**config.mk**
```make
export PLATFORM = sky130hd
export DESIGN_NAME = ifrx_cmd_queue
export DESIGN_NICKNAME = d
export VERILOG_FILES = /design/src/hw/rtl/ifrx_pkg.sv /design/src/hw/rtl/ifrx_cmd_queue.sv
export SDC_FILE = /design/constraint.sdc
export NUM_CORES = 1
export LEC_CHECK = 0
export ABC_AREA = 0
export BUFFER_PORTS_ARGS = -buffer_cell sky130_fd_sc_hd__buf_2
export CAP_MARGIN = 10
export CORE_AREA = 4 4 77 79
export DETAILED_ROUTE_END_ITERATION = 8
export DIE_AREA = 0 0 81 83
export GPL_ROUTABILITY_DRIVEN = 0
export PLACE_DENSITY = 0.82
export SETUP_SLACK_MARGIN = 0.3
export SYNTH_ARGS = -nofsm -noshare
export SYNTH_HDL_FRONTEND = slang
export SYNTH_SLANG_ARGS = --single-unit
```
**constraint.sdc**
```tcl
create_clock -name clk -period 6.4 [get_ports clk]
set_input_delay 0.96 -clock clk [delete_from_list [all_inputs] [get_ports clk]]
set_output_delay 0.96 -clock clk [all_outputs]
set_load 0.02 [all_outputs]
```
**src/hw/rtl/ifrx_pkg.sv**
```systemverilog
package ifrx_pkg;

	localparam int RING_BYTES_DEF  = 256;
	localparam int QUEUE_SLOTS_DEF = 8;
	localparam int SLOT_MAX_DEF    = 64;

	// Widest ring position the parameter range allows.
	localparam int POS_W_MAX = 12;

	typedef enum logic [2:0] {
		ACT_RX      = 3'd0,
		ACT_IDLE    = 3'd1,
		ACT_POP     = 3'd2,
		ACT_OVERRUN = 3'd3,
		ACT_CLEAR   = 3'd4
	} action_t;

	typedef enum logic [2:0] {
		KIND_BYTE        = 3'd0,
		KIND_QUEUED      = 3'd1,
		KIND_DROPPED     = 3'd2,
		KIND_IDLE_EMPTY  = 3'd3,
		KIND_QUEUE_EMPTY = 3'd4,
		KIND_ZERO_POP    = 3'd5,
		KIND_OVERRUN     = 3'd6
	} kind_t;

	typedef enum logic [2:0] {
		OP_WRITE,
		OP_FRAME,
		OP_POP,
		OP_OVERRUN,
		OP_CLEAR
	} op_t;

	typedef struct packed {
		op_t                  op;
		logic [7:0]           data;
		logic [POS_W_MAX-1:0] pos;
		logic [POS_W_MAX-1:0] len;
	} cmd_t;

	typedef enum logic [2:0] {
		BS_READY,
		BS_RESULT,
		BS_COPY_RD,
		BS_COPY_WR,
		BS_POP_RD,
		BS_POP_EMIT
	} bstate_t;

	localparam int CFG_SLOT_BYTES_MAX   = 0;
	localparam int CFG_QUEUE_DEPTH_USED = 1;

endpackage

```
**src/hw/rtl/ifrx_cmd_queue.sv**
```systemverilog
module ifrx_cmd_queue (
	input  logic           clk,
	input  logic           arst_n,
	input  logic           push,
	input  ifrx_pkg::cmd_t push_cmd,
	output logic           full,
	input  logic           pop,
	output logic           pop_valid,
	output ifrx_pkg::cmd_t pop_cmd
);
	import ifrx_pkg::*;

	cmd_t       entry_q [2];
	logic       wr_ptr_q, rd_ptr_q;
	logic [1:0] count_q;
	logic       do_pop;

	assign full      = count_q == 2'd2;
	assign pop_valid = count_q != 2'd0;
	assign pop_cmd   = entry_q[rd_ptr_q];
	assign do_pop    = pop && pop_valid;

	always_ff @(posedge clk) begin
		if (push) entry_q[wr_ptr_q] <= push_cmd;
	end

	always_ff @(posedge clk or negedge arst_n) begin
		if (!arst_n) begin
			wr_ptr_q <= 1'b0;
			rd_ptr_q <= 1'b0;
			count_q  <= '0;
		end else begin
			if (push) wr_ptr_q <= !wr_ptr_q;
			if (do_pop) rd_ptr_q <= !rd_ptr_q;
			count_q <= count_q + {1'b0, push} - {1'b0, do_pop};
		end
	end

endmodule

```
==> results of run 1 <==
sequential cells by signal, indices dropped and copies added, names as in the netlist:
name / cells
rd_ptr_q: 1
entry_q: 70
wr_ptr_q: 1
count_q: 2
Yosys cell counts:
cell type                   n
sky130_fd_sc_hd__nor2b_1    2
sky130_fd_sc_hd__or2_2      1
sky130_fd_sc_hd__mux2_2     6
sky130_fd_sc_hd__o21a_1     1
sky130_fd_sc_hd__mux2_4    29
sky130_fd_sc_hd__buf_12     3
sky130_fd_sc_hd__xor2_1     2
sky130_fd_sc_hd__buf_6      1
sky130_fd_sc_hd__dfrtp_1    4
sky130_fd_sc_hd__edfxtp_1  70
sky130_fd_sc_hd__inv_1      2
sky130_fd_sc_hd__ha_1       2
sky130_fd_sc_hd__xnor2_1    2
sky130_fd_sc_hd__and2_1     1
how the worst max path moves through the flow:
stage	to	slack, ps
finish	pop_cmd[2]	3450
global route	pop_cmd[2]	3330
CTS	pop_cmd[2]	3400
detailed placement	pop_cmd[0]	3780
global placement	pop_cmd[2]	3790
floorplan	entry_q[0][0]	3430
layout by cell type (no fill, tap or decap), types with 2 or more instances in the layout:
cell type | Yosys | routed
sky130_fd_sc_hd__buf_2 | 0 | 75
sky130_fd_sc_hd__edfxtp_1 | 70 | 70
sky130_fd_sc_hd__mux2_4 | 29 | 29
sky130_fd_sc_hd__clkbuf_8 | 0 | 9
sky130_fd_sc_hd__mux2_2 | 6 | 6
sky130_fd_sc_hd__clkinv_2 | 0 | 5
sky130_fd_sc_hd__dfrtp_1 | 4 | 3
sky130_fd_sc_hd__inv_1 | 2 | 2
sky130_fd_sc_hd__xnor2_1 | 2 | 2
sky130_fd_sc_hd__xor2_1 | 2 | 2
sky130_fd_sc_hd__ha_1 | 2 | 2
per-stage QoR:
step	total power, mW	setup slack [ps]	util	instances
3_5_place_dp	1.26	3780	0.615	269
2_1_floorplan	1.15	3430	-	126
4_1_cts	1.56	3400	0.645	285
5_1_grt	1.62	3330	0.645	285
6_report	1.53	3450	0.645	285
3_3_place_gp	1.25	3790	0.615	269
area by class of cell:
cell class | count | area, um2
Multi-Input combinational cell | 46 | 604
Clock buffer | 9 | 124
Sequential cell | 74 | 2200
Clock inverter | 7 | 36.3
Fill cell | 392 | 1900
Inverter | 2 | 7.51
Tap cell | 72 | 90.1
Timing Repair Buffer | 75 | 375
where the power goes:
part / total, mW / internal (mW) / switching [mW]
clock: 0.291 / 0.136 / 0.155
combinational: 0.506 / 0.252 / 0.254
sequential: 0.733 / 0.647 / 0.0867
cell families after synthesis:
group	Yosys count	synth area share
xor gates and xnor gates	4	0.0122
adders and majority gates	2	0.00870
and+or+nand+nor	4	0.00870
DFF	74	0.766
AOI/OAI and AO/OA	1	0.00261
buffers and inverters	6	0.0274
muxes	35	0.175
worst max-delay path, cell delays in order, from the launching register on:
cell and delay (ps):
sky130_fd_sc_hd__dfrtp_2 1060, sky130_fd_sc_hd__mux2_2 420, sky130_fd_sc_hd__buf_2 160
per-layer routing:
| metal | up-vias | share of wire | track usage |
|---|---|---|---|
| met5 | - | 0 | 0 |
| met4 | 0 | 0.020 | 0.0783 |
| met3 | 10 | 0.069 | 0.0390 |
| met2 | 48 | 0.53 | 0.235 |
| met1 | 631 | 0.38 | 0.169 |
| li1 | 652 | - | - |
==> results_dict.tcl, run 1 <==
set metrics [dict create \
    start_util 0.539 \
    grt_antenna_before_repair 0 \
    min_path_type "in2async" \
    cts_tree "yes" \
    fmax_mhz 339 \
    number_of_h_tree_branching_levels 3 \
    ys_top_cells_by_area "sky130_fd_sc_hd__edfxtp_1 73%, sky130_fd_sc_hd__mux2_4 15%, sky130_fd_sc_hd__dfrtp_1 3.5%" \
    post_dr_vias_cell 4.71 \
    synth_cell_type_count 14 \
    peak_supply_drop_mv 0.334 \
    portBuffers 75 \
    diodes 0 \
    clk_transition_reported_paths_ps 80 \
    final_hold_fails 0 \
    critical_path.startpoint "rd_ptr_q" \
    design_area_mm2 0.00344 \
    hold_buffers 0 \
    num_io_pins 76 \
    insertion_delay_ps 330 \
    timing.reg2reg.setup_slack_ps 4770 \
    drcViolationCount 0 \
    leakage_power_nw 1.40 \
    cts_buffers 9 \
    die_h_um 83 \
    summed_instance_area_of_the_synthesized_netlist_mm2 0.00288 \
    cp_max_fo 36 \
    register_to_register_path_depth 1 \
    setup_viol 0 \
    drt_first_iter_violations 69 \
    cp.required_ps 5440 \
    synth.top_cell.area_share 0.731 \
    maxSlewViolCount 0 \
    setup.worst_path.class "reg2out" \
    fp.coreArea_mm2 0.00534 \
    cts_setup_buffers 0 \
    dieArea_mm2 0.00672 \
    grtUsageTotal 0.144 \
    slew_headroom 0.301 \
    drive_above_1_share 0.606 \
    clock_skew_ps 7.72 \
    detailedPlacementHpwl_um 2940 \
    overflow 0 \
    syn_area_per_cell_um2 22.8 \
    worstPathArrival_ps 1990 \
    cts_root_buf "sky130_fd_sc_hd__clkbuf_8" \
    power_density_mw_per_mm2 445 \
    synth-seq-area-share 0.766 \
    dr_total_vias 1341 \
    final.hold.worst_slack_ps 417 \
    final.setup.tns_ps 0 \
    run_status "finished, final reports clean" \
    yosys_register_bits 74 \
    pin_slew_with_the_least_headroom_to_its_limit_ps 1050 \
    maxcap_viol_count 0 \
    postRouteWirelength_um 4390 \
    floorplan.rows 27 \
    grt_start_max_net_pins 37 \
    number_of_instances_in_the_synthesized_netlist 126 \
    cts-resized-gates 0 \
    clock_path_buffers 2 \
    synth_top_cell_by_area "sky130_fd_sc_hd__edfxtp_1" \
    syn-num-nets 167 \
    cts_num_sinks 74 \
    timing.rr.end "entry_q[0][6]" \
    num-nets-final 249 \
    critPathLaunchType "flop" \
    firstDrtPassIters 4 \
    die_w_um 81 \
    critPathCaptureType "output pin" \
    avgRoutedWirePerCell_um 15.4 \
    r2r_start "wr_ptr_q" \
    final_antenna_net_count 0 \
    yosysWarnings 0 \
    fin_crit_sh 0.462 \
    grt_pass1_wl_um 7020 \
    syn_to_final_growth_pct 19.6 \
    grt_setup_unrepaired "no" \
    postPlaceCellArea_mm2 0.00328 \
    grt_pass1_vias 1506 \
    min_period_ps 2950 \
]
(Power assumes the default switching activity.)
==> run 2: changes to the inputs <==
CORE_AREA = 4 4 80 82   (was 4 4 77 79)
DIE_AREA = 0 0 84 86   (was 0 0 81 83)
PLACE_DENSITY = 0.77   (was 0.82)
clock period = 3.05 ns   (was 6.4 ns; I/O delays follow)
==> results_dict.tcl, run 2 (synthesis results as in run 1) <==
set metrics [dict create \
    run_status "finished, final reports clean" \
    die_w_um 84 \
    drt_first_iter_violations 78 \
    detailedPlacementHpwl_um 3170 \
    clock_path_buffers 2 \
    power_density_mw_per_mm2 948 \
    floorplan.rows 28 \
    final_antenna_net_count 0 \
    delay_contributed_by_the_slowest_stage_of_the_critical_path_ps 590 \
    critPathLaunchType "flop" \
    total_power_mw 3.32 \
    pin_slew_with_the_least_headroom_to_its_limit_ps 852 \
    dieArea_mm2 0.00722 \
    register_bank_with_the_most_flops "entry_q" \
    power_switching_mw 1.04 \
    p_sw_frac 0.315 \
    start_util 0.501 \
    insertion_delay_ps 320 \
    filler_cell_count 462 \
    grt_pass1_wl_um 7220 \
    cts-resized-gates 0 \
    grt_start_max_net_pins 36 \
    cts_num_sinks 74 \
    clk_transition_reported_paths_ps 70 \
    num-nets-final 252 \
    grt_pass1_vias 1473 \
    largest_reg_flops 70 \
    syn_to_final_growth_pct 21.6 \
    slew_headroom 0.432 \
    critPathCaptureType "output pin" \
    cts_buffers 9 \
    die_h_um 86 \
    cts_tree "yes" \
    fin_crit_sh 0.698 \
    power_report.internal_total_mw 2.27 \
    sequentialPowerShare 0.441 \
    postRouteWirelength_um 4530 \
    grt_setup_unrepaired "no" \
    portBuffers 75 \
    min_path_type "in2reg" \
    final.setup.tns_ps 0 \
    combPwrFrac 0.353 \
    avgRoutedWirePerCell_um 15.6 \
    post_dr_vias_cell 4.73 \
    leakage_power_nw 1.42 \
    timing.critical_path.slowest_stage_cell "sky130_fd_sc_hd__dfrtp_2" \
    fp.coreArea_mm2 0.00575 \
    final_hold_fails 0 \
    num_io_pins 76 \
    grtUsageTotal 0.132 \
    clock_skew_ps 3.94 \
    critPathBufInv 2 \
    layout_top_registers "entry_q: 70 flops, count_q: 2 flops" \
    final_cell_mix "75 x sky130_fd_sc_hd__buf_2, 70 x sky130_fd_sc_hd__edfxtp_1, 29 x sky130_fd_sc_hd__mux2_4" \
    power.clock.fraction 0.206 \
    maxSlewViolCount 0 \
    cp.required_ps 2590 \
    fmax_mhz 470 \
    number_of_h_tree_branching_levels 3 \
    drive_above_1_share 0.595 \
    overflow 0 \
    grt_antenna_before_repair 0 \
    drcViolationCount 0 \
    firstDrtPassIters 4 \
    worstPathArrival_ps 1670 \
    final_common_cell "sky130_fd_sc_hd__buf_2" \
    cts_root_buf "sky130_fd_sc_hd__clkbuf_8" \
    cpLargestDelayFamily "flip-flops" \
    setup_viol 0 \
    diodes 0 \
    combined_flip_flop_and_latch_cell_area_mm2 0.00220 \
    multiInputGateArea_um2 604 \
    peak_supply_drop_mv 0.553 \
    path_cells "buf_12 > mux2_4 > buf_2" \
    cp_max_fo 24 \
    setup.worst_path.class "reg2out" \
    dr_total_vias 1371 \
    maxcap_viol_count 0 \
    min_period_ps 2130 \
]
[run 2: cell types whose count changed in the layout (fill, tap and decap cells not counted), sizes merged]
cell,previous run,this run
clkinvlp,1,0
buf,75,77
bufinv,0,1
clkinv,6,3
dlygate4sd3,0,1
clkbuf,9,11
[run 2: what timing repair did]
item / in CTS / in global routing
hold buffers: 1 / 0
buffers inserted: 0 / 0
endpoints found under the hold margin: 4 / 0
[run 2: routing by layer]
metal / track usage / share of wire / up-vias
met5: 0 / 0 / -
met4: 0.0702 / 0.017 / 0
met3: 0.0346 / 0.052 / 8
met2: 0.223 / 0.52 / 40
met1: 0.156 / 0.41 / 668
li1: - / - / 655
[run 2: worst paths after layout]
path / start / endpoint / slack [ps] / cells after the start
worst max-delay path: rd_ptr_q / pop_cmd[15] / 920 / 3
worst min register to register: wr_ptr_q / wr_ptr_q / 550 / 1
worst max register to register: wr_ptr_q / entry_q[1][5] / 1490 / 1
max in group asynchronous: arst_n / rd_ptr_q / 2450 / 2
min in group asynchronous: arst_n / count_q[0] / 460 / 2
worst min-delay path: push_cmd[25] / entry_q[0][25] / 320 / 1
[run 2: power groups by stage]
stage               registers [mW]  logic [mW]  clock network [mW]
floorplan                     1.43       0.984                   0
global placement              1.48        1.18                   0
detailed placement            1.49        1.19                   0
CTS                           1.47        1.19               0.700
global route                  1.49        1.25               0.756
finish                        1.46        1.17               0.682
[run 2: final cells by class]
class	instances	share of cell area
Clock buffer	11	0.0376
Clock inverter	4	0.0125
Inverter	2	0.00215
Multi-Input combinational cell	46	0.173
Sequential cell	74	0.630
Tap cell	75	0.0268
Timing Repair Buffer	78	0.118
[run 2: stage by stage]
stage	area, um2	instances	hold slack [ps]	utilization	setup slack [ps]
final	3500	290	321	0.609	920
after global routing	3500	290	295	0.609	839
after CTS	3500	290	303	0.609	885
after detailed placement	3310	274	275	0.576	1240
after global placement	3310	274	274	0.576	1260
after floorplan	2880	126	162	-	585
