--- src/hw/rtl/ifrx_pkg.sv ---
package ifrx_pkg;

	localparam int RING_BYTES_DEF  = 256;
	localparam int QUEUE_SLOTS_DEF = 8;
	localparam int SLOT_MAX_DEF    = 64;

	// Widest ring position the parameter range allows.
	localparam int POS_W_MAX = 12;

	typedef enum logic [2:0] {
		ACT_RX      = 3'd0,
		ACT_IDLE    = 3'd1,
		ACT_POP     = 3'd2,
		ACT_OVERRUN = 3'd3,
		ACT_CLEAR   = 3'd4
	} action_t;

	typedef enum logic [2:0] {
		KIND_BYTE        = 3'd0,
		KIND_QUEUED      = 3'd1,
		KIND_DROPPED     = 3'd2,
		KIND_IDLE_EMPTY  = 3'd3,
		KIND_QUEUE_EMPTY = 3'd4,
		KIND_ZERO_POP    = 3'd5,
		KIND_OVERRUN     = 3'd6
	} kind_t;

	typedef enum logic [2:0] {
		OP_WRITE,
		OP_FRAME,
		OP_POP,
		OP_OVERRUN,
		OP_CLEAR
	} op_t;

	typedef struct packed {
		op_t                  op;
		logic [7:0]           data;
		logic [POS_W_MAX-1:0] pos;
		logic [POS_W_MAX-1:0] len;
	} cmd_t;

	typedef enum logic [2:0] {
		BS_READY,
		BS_RESULT,
		BS_COPY_RD,
		BS_COPY_WR,
		BS_POP_RD,
		BS_POP_EMIT
	} bstate_t;

	localparam int CFG_SLOT_BYTES_MAX   = 0;
	localparam int CFG_QUEUE_DEPTH_USED = 1;

endpackage

--- src/hw/rtl/ifrx_front.sv ---
module ifrx_front #(
	parameter int RING_BYTES = 256
) (
	input  logic                 clk,
	input  logic                 arst_n,
	input  logic                 in_valid,
	output logic                 in_stall,
	input  logic [2:0]           action,
	input  logic [7:0]           rx_byte,
	input  logic                 overrun_seen,
	input  logic [7:0]           buf_size,
	input  logic                 q_full,
	output logic                 q_push,
	output ifrx_pkg::cmd_t       q_cmd
);
	import ifrx_pkg::*;

	localparam int AW = $clog2(RING_BYTES);

	logic [AW-1:0] write_pos_q, frame_start_q, wp_next;
	logic [AW:0]   span;
	logic          accept;
	action_t       act;

	assign act      = action_t'(action);
	assign in_stall = q_full;
	assign accept   = in_valid && !q_full;
	assign wp_next  = (write_pos_q == AW'(RING_BYTES - 1)) ? '0 : write_pos_q + 1'b1;
	// Wrapped distance from the frame start to the write position.
	assign span = (write_pos_q >= frame_start_q) ?
		({1'b0, write_pos_q} - {1'b0, frame_start_q}) :
		((AW+1)'(RING_BYTES) - {1'b0, frame_start_q} + {1'b0, write_pos_q});

	always_comb begin
		q_push = 1'b0;
		q_cmd.op   = OP_WRITE;
		q_cmd.data = rx_byte;
		q_cmd.pos  = POS_W_MAX'(write_pos_q);
		q_cmd.len  = POS_W_MAX'(buf_size);
		if (accept) begin
			unique case (act)
				ACT_RX: begin
					q_push = 1'b1;
				end
				ACT_IDLE: begin
					q_push    = 1'b1;
					q_cmd.op  = overrun_seen ? OP_OVERRUN : OP_FRAME;
					q_cmd.pos = POS_W_MAX'(frame_start_q);
					q_cmd.len = POS_W_MAX'(span[AW-1:0]);
				end
				ACT_POP: begin
					q_push   = 1'b1;
					q_cmd.op = OP_POP;
				end
				ACT_OVERRUN: begin
					q_push   = 1'b1;
					q_cmd.op = OP_OVERRUN;
				end
				ACT_CLEAR: begin
					q_push   = 1'b1;
					q_cmd.op = OP_CLEAR;
				end
				default: q_push = 1'b0;
			endcase
		end
	end

	always_ff @(posedge clk or negedge arst_n) begin
		if (!arst_n) begin
			write_pos_q   <= '0;
			frame_start_q <= '0;
		end else if (accept) begin
			unique case (act)
				ACT_RX: write_pos_q <= wp_next;
				ACT_IDLE: begin
					if (overrun_seen) begin
						write_pos_q   <= '0;
						frame_start_q <= '0;
					end else begin
						frame_start_q <= write_pos_q;
					end
				end
				ACT_OVERRUN, ACT_CLEAR: begin
					write_pos_q   <= '0;
					frame_start_q <= '0;
				end
				default: ;
			endcase
		end
	end

endmodule

--- config.mk ---
export PLATFORM = sky130hd
export DESIGN_NAME = ifrx_front
export DESIGN_NICKNAME = d
export VERILOG_FILES = /design/src/hw/rtl/ifrx_pkg.sv /design/src/hw/rtl/ifrx_front.sv
export SDC_FILE = /design/constraint.sdc
export NUM_CORES = 1
export LEC_CHECK = 0
export BUFFER_PORTS_ARGS = -buffer_cell sky130_fd_sc_hd__buf_2
export CAP_MARGIN = 15
export CORE_ASPECT_RATIO = 0.5
export CORE_MARGIN = 1.5
export CORE_UTILIZATION = 50
export CTS_CLUSTER_DIAMETER = 40
export DETAILED_ROUTE_END_ITERATION = 12
export PLACE_DENSITY = 0.83
export SLEW_MARGIN = 40
export SYNTH_ARGS = -nofsm -noshare
export SYNTH_HDL_FRONTEND = slang
export SYNTH_SLANG_ARGS = --single-unit
--- constraint.sdc ---
create_clock -name clk -period 2.9 [get_ports clk]
set_input_delay 0.435 -clock clk [delete_from_list [all_inputs] [get_ports clk]]
set_output_delay 0.435 -clock clk [all_outputs]
set_load 0.02 [all_outputs]
==> results of run 1 <==
[cell families (layout without fill, tap and decap cells)]
logic type,count (synthesis),in the layout
AOI/OAI and AO/OA,58,58
and+or+nand+nor,53,53
buffers and inverters,33,52
DFF,16,16
adders and majority gates,10,10
muxes,3,3
other,1,8
xor gates and xnor gates,1,1
[worst max-delay path, cell delays in order (launching register included)]
cell	delay, ns
dfrtp_1	0.43
inv_1	0.07
ha_1	0.23
fa_1	0.41
nor2b_1	0.17
o31a_1	0.18
o21a_1	0.14
nor3_1	0.06
o31ai_2	0.16
buf_2	0.19
[layer usage]
metal	track usage	up-vias	share of wire
li1	-	652	-
met1	0.228	593	0.50
met2	0.303	53	0.44
met3	0.0267	2	0.059
met4	0.0658	0	0.0047
met5	0	-	0
[how the worst max path moves through the flow]
stage                   start        to  slack (ns)  cells after the start
5_1_grt        write_pos_q[0]  q_cmd[6]        0.03                      9
4_1_cts        write_pos_q[0]  q_cmd[6]        0.19                      9
6_report       write_pos_q[0]  q_cmd[6]        0.18                      9
3_5_place_dp   write_pos_q[0]  q_cmd[6]        0.46                      9
2_1_floorplan  write_pos_q[2]  q_cmd[6]        0.57                      6
3_3_place_gp   write_pos_q[0]  q_cmd[6]        0.51                      9
[through the flow]
stage	area, um2	hold slack [ns]	setup slack, ns	utilization
after detailed placement	1550	0.364	0.464	0.582
after global routing	1610	0.114	0.0319	0.605
after floorplan	1480	0.139	0.569	-
after CTS	1610	0.0950	0.191	0.603
final	1610	0.0872	0.183	0.605
after global placement	1550	0.360	0.506	0.582
[registers in the layout, indices dropped and copies added, names as in the netlist]
| name | flops |
|---|---|
| write_pos_q | 8 |
| frame_start_q | 8 |
[final cells by class]
type / count / area share
repair buffers: 37 / 0.116
clock buffers: 4 / 0.0341
inverters: 11 / 0.0256
flip-flops and latches: 16 / 0.248
well taps: 37 / 0.0287
multi-input cells: 133 / 0.547
[power breakdown]
part | internal [mW] | total, mW | switching, mW
Combinational | 0.0561 | 0.143 | 0.0865
Sequential | 0.229 | 0.239 | 0.00995
Clock | 0.120 | 0.195 | 0.0744
[layout by cell type, fill, tap and decap left out, types with 2 or more instances in the layout]
cell / n
a21o_1: 2
a21oi_1: 6
a22o_1: 9
and3_1: 3
buf_2: 36
clkbuf_8: 4
conb_1: 8
dfrtp_1: 16
ha_1: 9
inv_1: 11
mux2_2: 2
nand2_1: 20
nand2b_1: 2
nand2b_4: 2
nand4_1: 2
nor2_1: 9
nor2b_1: 2
nor3_1: 5
nor3b_1: 2
o21a_1: 5
o21ai_0: 24
o31ai_2: 3
==> run_results.csv, run 1 <==
group,metric,value,unit
outcome,status,"completed",
critical_path,r2r-start,"write_pos_q[1]",
yosys,synthTopCellsByCount,"o21ai_0, nand2_1, buf_4",
critical_path,crit_fanout,6,
cells_and_area,area_growth,11.3,%
cells_and_area,nets,236,
yosys,ys_seq_area_frac,0.276,
yosys,ys_types,42,
yosys,netlist_top_cells_area,"dfrtp_1, buf_4, o21ai_0",
cells_and_area,nFillCells,238,
critical_path,crit_type,"reg2out",
clocking,cts_root_buf,"clkbuf_8",
placement,place_inst,234,
yosys,synth_top_family_by_area,"compound AO/OA/AOI/OAI gates",
clocking,clk_pin_slew,0.06,ns
critical_path,reg2reg_depth,4,
yosys,ys_ff_latch,16,
yosys,synth_mux_area_frac,0.0224,
drt,via_count,1300,
floorplanning,io_pins,61,
drt,firstDrtPassIters,4,
worst_hold_path,hold_class,"in2async",
clocking,clk_latency,0.25,ns
drt,viasPerCell,5.46,
yosys,synth_compound_area_frac,0.274,
yosys,syn_area_per_cell,8.29,um2
global_route,antenna_found_initial,0,
critical_path,cp-start-kind,"flip-flop",
placement,hpwl,2270,um
yosys,yosys.area_share.simple,0.190,
cells_and_area,register_area,400,um2
placement,gp_congestion,0.897,
timing,clock.fmax,0.368,GHz
timing,hold_violations,0,
cells_and_area,drive_gt1_frac,0.269,
timing,period_needed,2.72,ns
yosys,synth_top_cell_by_area,"dfrtp_1",
floorplanning,core,2670,um2
run,cap_violations,0,
cells_and_area,n_antenna_cell,0,
drt,wl_per_cell,12.5,um
global_route,overflow,0,
pwr,p_per_area,357,nW/um2
drt,totalWireLength,2970,um
clocking,clock_path_buffers,2,
timing,relSlewSlack,0.647,
clocking,cts-resized-gates,0,
yosys,post-synth-top-count-cell,"o21ai_0",
floorplanning,dieArea,3250,um2
timing,drv_slew,0,
timing,tns,0,ns
floorplanning,die_h,41.1,um
timing,fin_skew,0.00273,ns
yosys,synth_edf_count,0,
pwr,cellLeakagePower,0.774,nW
pwr,vdd_ir_drop_max,0.151,mV
drt,dr.first_iter.drc_count,56,
yosys,synth_cells,175,
yosys,synth_area,1450,um2
placement,port_buffers,36,
cells_and_area,multi_input_area,883,um2
floorplanning,initial_core_util,0.544,
yosys,synth_fa_ha_area_frac,0.0915,
clocking,h-tree-depth,1,
floorplanning,die_w,79.2,um
timing,rsz0062_at_grt,"no",
clocking,cts_sinks,16,
critical_path,endpoint_kind,"output pin",
pwr,power.total,577,uW
yosys,yosysWarningCount,0,
global_route,grt_pass1_wl,4270,um
global_route,grt_pass1_vias,965,
global_route,grt_usage,0.174,
critical_path,arrival,2.28,ns
clocking,cts_tree,"yes",
yosys,async_flop_share,1.00,
floorplanning,num_rows,13,
clocking,cts_buffers,3,
critical_path,critPathRequiredTime,2.47,ns
global_route,grt_start_max_net_pins,35,
timing,setup_viol,0,
critical_path,r2r_slack,1.30,ns
cells_and_area,instances_no_fill,238,
yosys,yosys.area.top_type_share,0.276,
timing,max_slew.worst_pin.slew,0.526,ns
clocking,postCtsSetupBuffers,0,
yosys,synthFlopType,"dfrtp_1",
drt,ant_nets,0,
drt,drcViolationCount,0,
yosys,synthXorXnorAreaFrac,0.00604,
clocking,holdBufCountCts,0,
critical_path,r2r_end,"write_pos_q[0]",
timing,post-route-period-util,0.937,
Note: power is estimated with default switching activity, not from simulation.
==> run 2, diff against run 1 <==
- ABC_AREA: default -> 1
- CTS_CLUSTER_DIAMETER: 40 -> 120
- PLACE_DENSITY: 0.83 -> 0.81
==> run_results.csv, run 2 <==
group,metric,value,unit
outcome,status,"completed",
timing,period_needed,2.40,ns
clocking,cts_buffers,3,
yosys,yosysWarningCount,0,
drt,firstDrtPassIters,4,
floorplanning,die_h,42.9,um
timing,max_slew.worst_pin.slew,0.534,ns
global_route,grt_start_max_net_pins,25,
critical_path,arrival,1.97,ns
timing,post-route-period-util,0.828,
cells_and_area,layout_commonest_cell,"nand2_1",
yosys,yosys.area.top_type_share,0.251,
clocking,clk_pin_slew,0.06,ns
critical_path,crit_fanout,5,
critical_path,critPathRequiredTime,2.47,ns
yosys,syn_area_per_cell,6.90,um2
cells_and_area,fin_util,0.582,
yosys,ys_ff_latch,16,
yosys,async_flop_share,1.00,
clocking,cts_tree,"yes",
placement,port_buffers,36,
clocking,cts_sinks,16,
floorplanning,io_pins,61,
yosys,synth_area,1590,um2
placement,place_inst,294,
pwr,p_per_area,610,nW/um2
floorplanning,initial_core_util,0.529,
drt,ant_nets,0,
global_route,grt_pass1_vias,1281,
critical_path,r2r-start,"write_pos_q[1]",
timing,fin_ws,0.498,ns
timing,tns,0,ns
yosys,ys_types,35,
yosys,post-synth-top-count-cell,"nand2_1",
cells_and_area,nets,293,
worst_hold_path,hold_class,"in2async",
placement,hpwl,2610,um
critical_path,endpoint_kind,"output pin",
clocking,cts-resized-gates,0,
floorplanning,core,3010,um2
timing,setup_viol,0,
critical_path,r2r_slack,1.32,ns
global_route,grt_usage,0.195,
critical_path,startpoint,"write_pos_q[0]",
pwr,power.total,1.07,mW
floorplanning,die_w,82.9,um
timing,drv_slew,0,
floorplanning,dieArea,3560,um2
cells_and_area,final_cell_mix,"nand2_1, inv_1, buf_2",
yosys,synth_top_cell_by_area,"dfrtp_1",
cells_and_area,reg_top3,"frame_start_q: 8 flops, write_pos_q: 8 flops",
cells_and_area,instances_no_fill,298,
timing,hold_violations,0,
yosys,netlist_top_cells_area,"dfrtp_1, nand2_1, inv_1",
clocking,clock_path_buffers,2,
drt,dr.first_iter.drc_count,110,
timing,clock.fmax,0.416,GHz
yosys,ys_seq_area_frac,0.251,
drt,viasPerCell,5.16,
floorplanning,num_rows,14,
timing,relSlewSlack,0.643,
clocking,h-tree-depth,1,
drt,totalWireLength,3430,um
cells_and_area,area_growth,10.0,%
yosys,synth_cells,231,
pwr,vdd_ir_drop_max,0.269,mV
placement,gp_congestion,0.889,
drt,via_count,1538,
pwr,cellLeakagePower,0.976,nW
critical_path,cp-start-kind,"flip-flop",
clocking,postCtsSetupBuffers,0,
placement,dp_slack,0.773,ns
cells_and_area,final_area,1750,um2
global_route,grt_pass1_wl,5600,um
drt,drcViolationCount,0,
global_route,overflow,0,
yosys,synthTopCellsByCount,"nand2_1, inv_1, buf_4",
clocking,holdBufCountCts,0,
placement,dpl_cell_area,1700,um2
yosys,synth_edf_count,0,
drt,wl_per_cell,11.5,um
timing,holdWs,0.0916,ns
run,cap_violations,0,
timing,fin_skew,0.000458,ns
critical_path,crit_type,"reg2out",
timing,rsz0062_at_grt,"no",
yosys,synthFlopType,"dfrtp_1",
critical_path,r2r_end,"write_pos_q[4]",
clocking,clk_latency,0.25,ns
cells_and_area,drive_gt1_frac,0.217,
global_route,antenna_found_initial,0,
cells_and_area,n_antenna_cell,0,
critical_path,reg2reg_depth,7,
clocking,cts_root_buf,"clkbuf_8",
[run 2: cell count changes after synthesis, sizes merged, moves of 3 or more]
| cell | before | now |
|---|---|---|
| inv | 11 | 44 |
| nor2 | 10 | 16 |
| nand2 | 20 | 53 |
| or2 | 1 | 5 |
| and3 | 3 | 0 |
| nand2b | 4 | 0 |
| o21a | 5 | 0 |
| o22ai | 0 | 5 |
| o21ai | 26 | 20 |
| o32ai | 0 | 4 |
| nand3 | 1 | 16 |
| nor3 | 5 | 1 |
| a22o | 9 | 0 |
[run 2: kinds of logic (layout without fill, tap and decap cells)]
kind of cell | count (synthesis) | after routing | share of synthesized area
simple gates | 97 | 97 | 0.294
flops | 16 | 16 | 0.251
fa+ha+maj | 10 | 10 | 0.0832
xor+xnor | 3 | 3 | 0.0165
compound gates | 40 | 40 | 0.153
other cells | 1 | 8 | 0.00235
buf+inv | 64 | 84 | 0.200
[run 2: critical path: stages, from the launching register on]
cell     delay (ns)
dfrtp_1        0.37
inv_1          0.10
ha_1           0.23
fa_1           0.41
inv_1          0.09
nand3_1        0.10
nand3_1        0.08
nand2_1        0.05
nand3_1        0.06
nand2_1        0.05
inv_1          0.04
buf_2          0.14
[run 2: where the power goes]
group | total, mW | internal (mW) | switching, mW
registers | 0.312 | 0.264 | 0.0479
clock network | 0.198 | 0.120 | 0.0771
logic | 0.560 | 0.208 | 0.353
[run 2: layout make-up]
type,count,area [um2]
inverter,44,168
fill,280,1260
multi-input combinational,158,901
tap,40,50.0
sequential,16,400
timing repair buffer,36,180
clock buffer,4,55.1
[run 2: routing by layer]
layer  vias to the layer above  routed length (um)  GRT usage
met2                        89                1440      0.312
met1                       669                1590      0.263
met3                        10                 336     0.0272
met4                         0                  59     0.0933
li1                        770                   -          -
met5                         -                   0          0
[run 2: how the worst max path moves through the flow]
stage / to / slack [ns] / cells past startpoint
6_report: q_cmd[6] / 0.50 / 11
5_1_grt: q_cmd[6] / 0.37 / 11
4_1_cts: q_cmd[6] / 0.49 / 11
3_5_place_dp: q_cmd[6] / 0.77 / 11
3_3_place_gp: q_cmd[6] / 0.81 / 11
2_1_floorplan: q_cmd[4] / 0.82 / 7
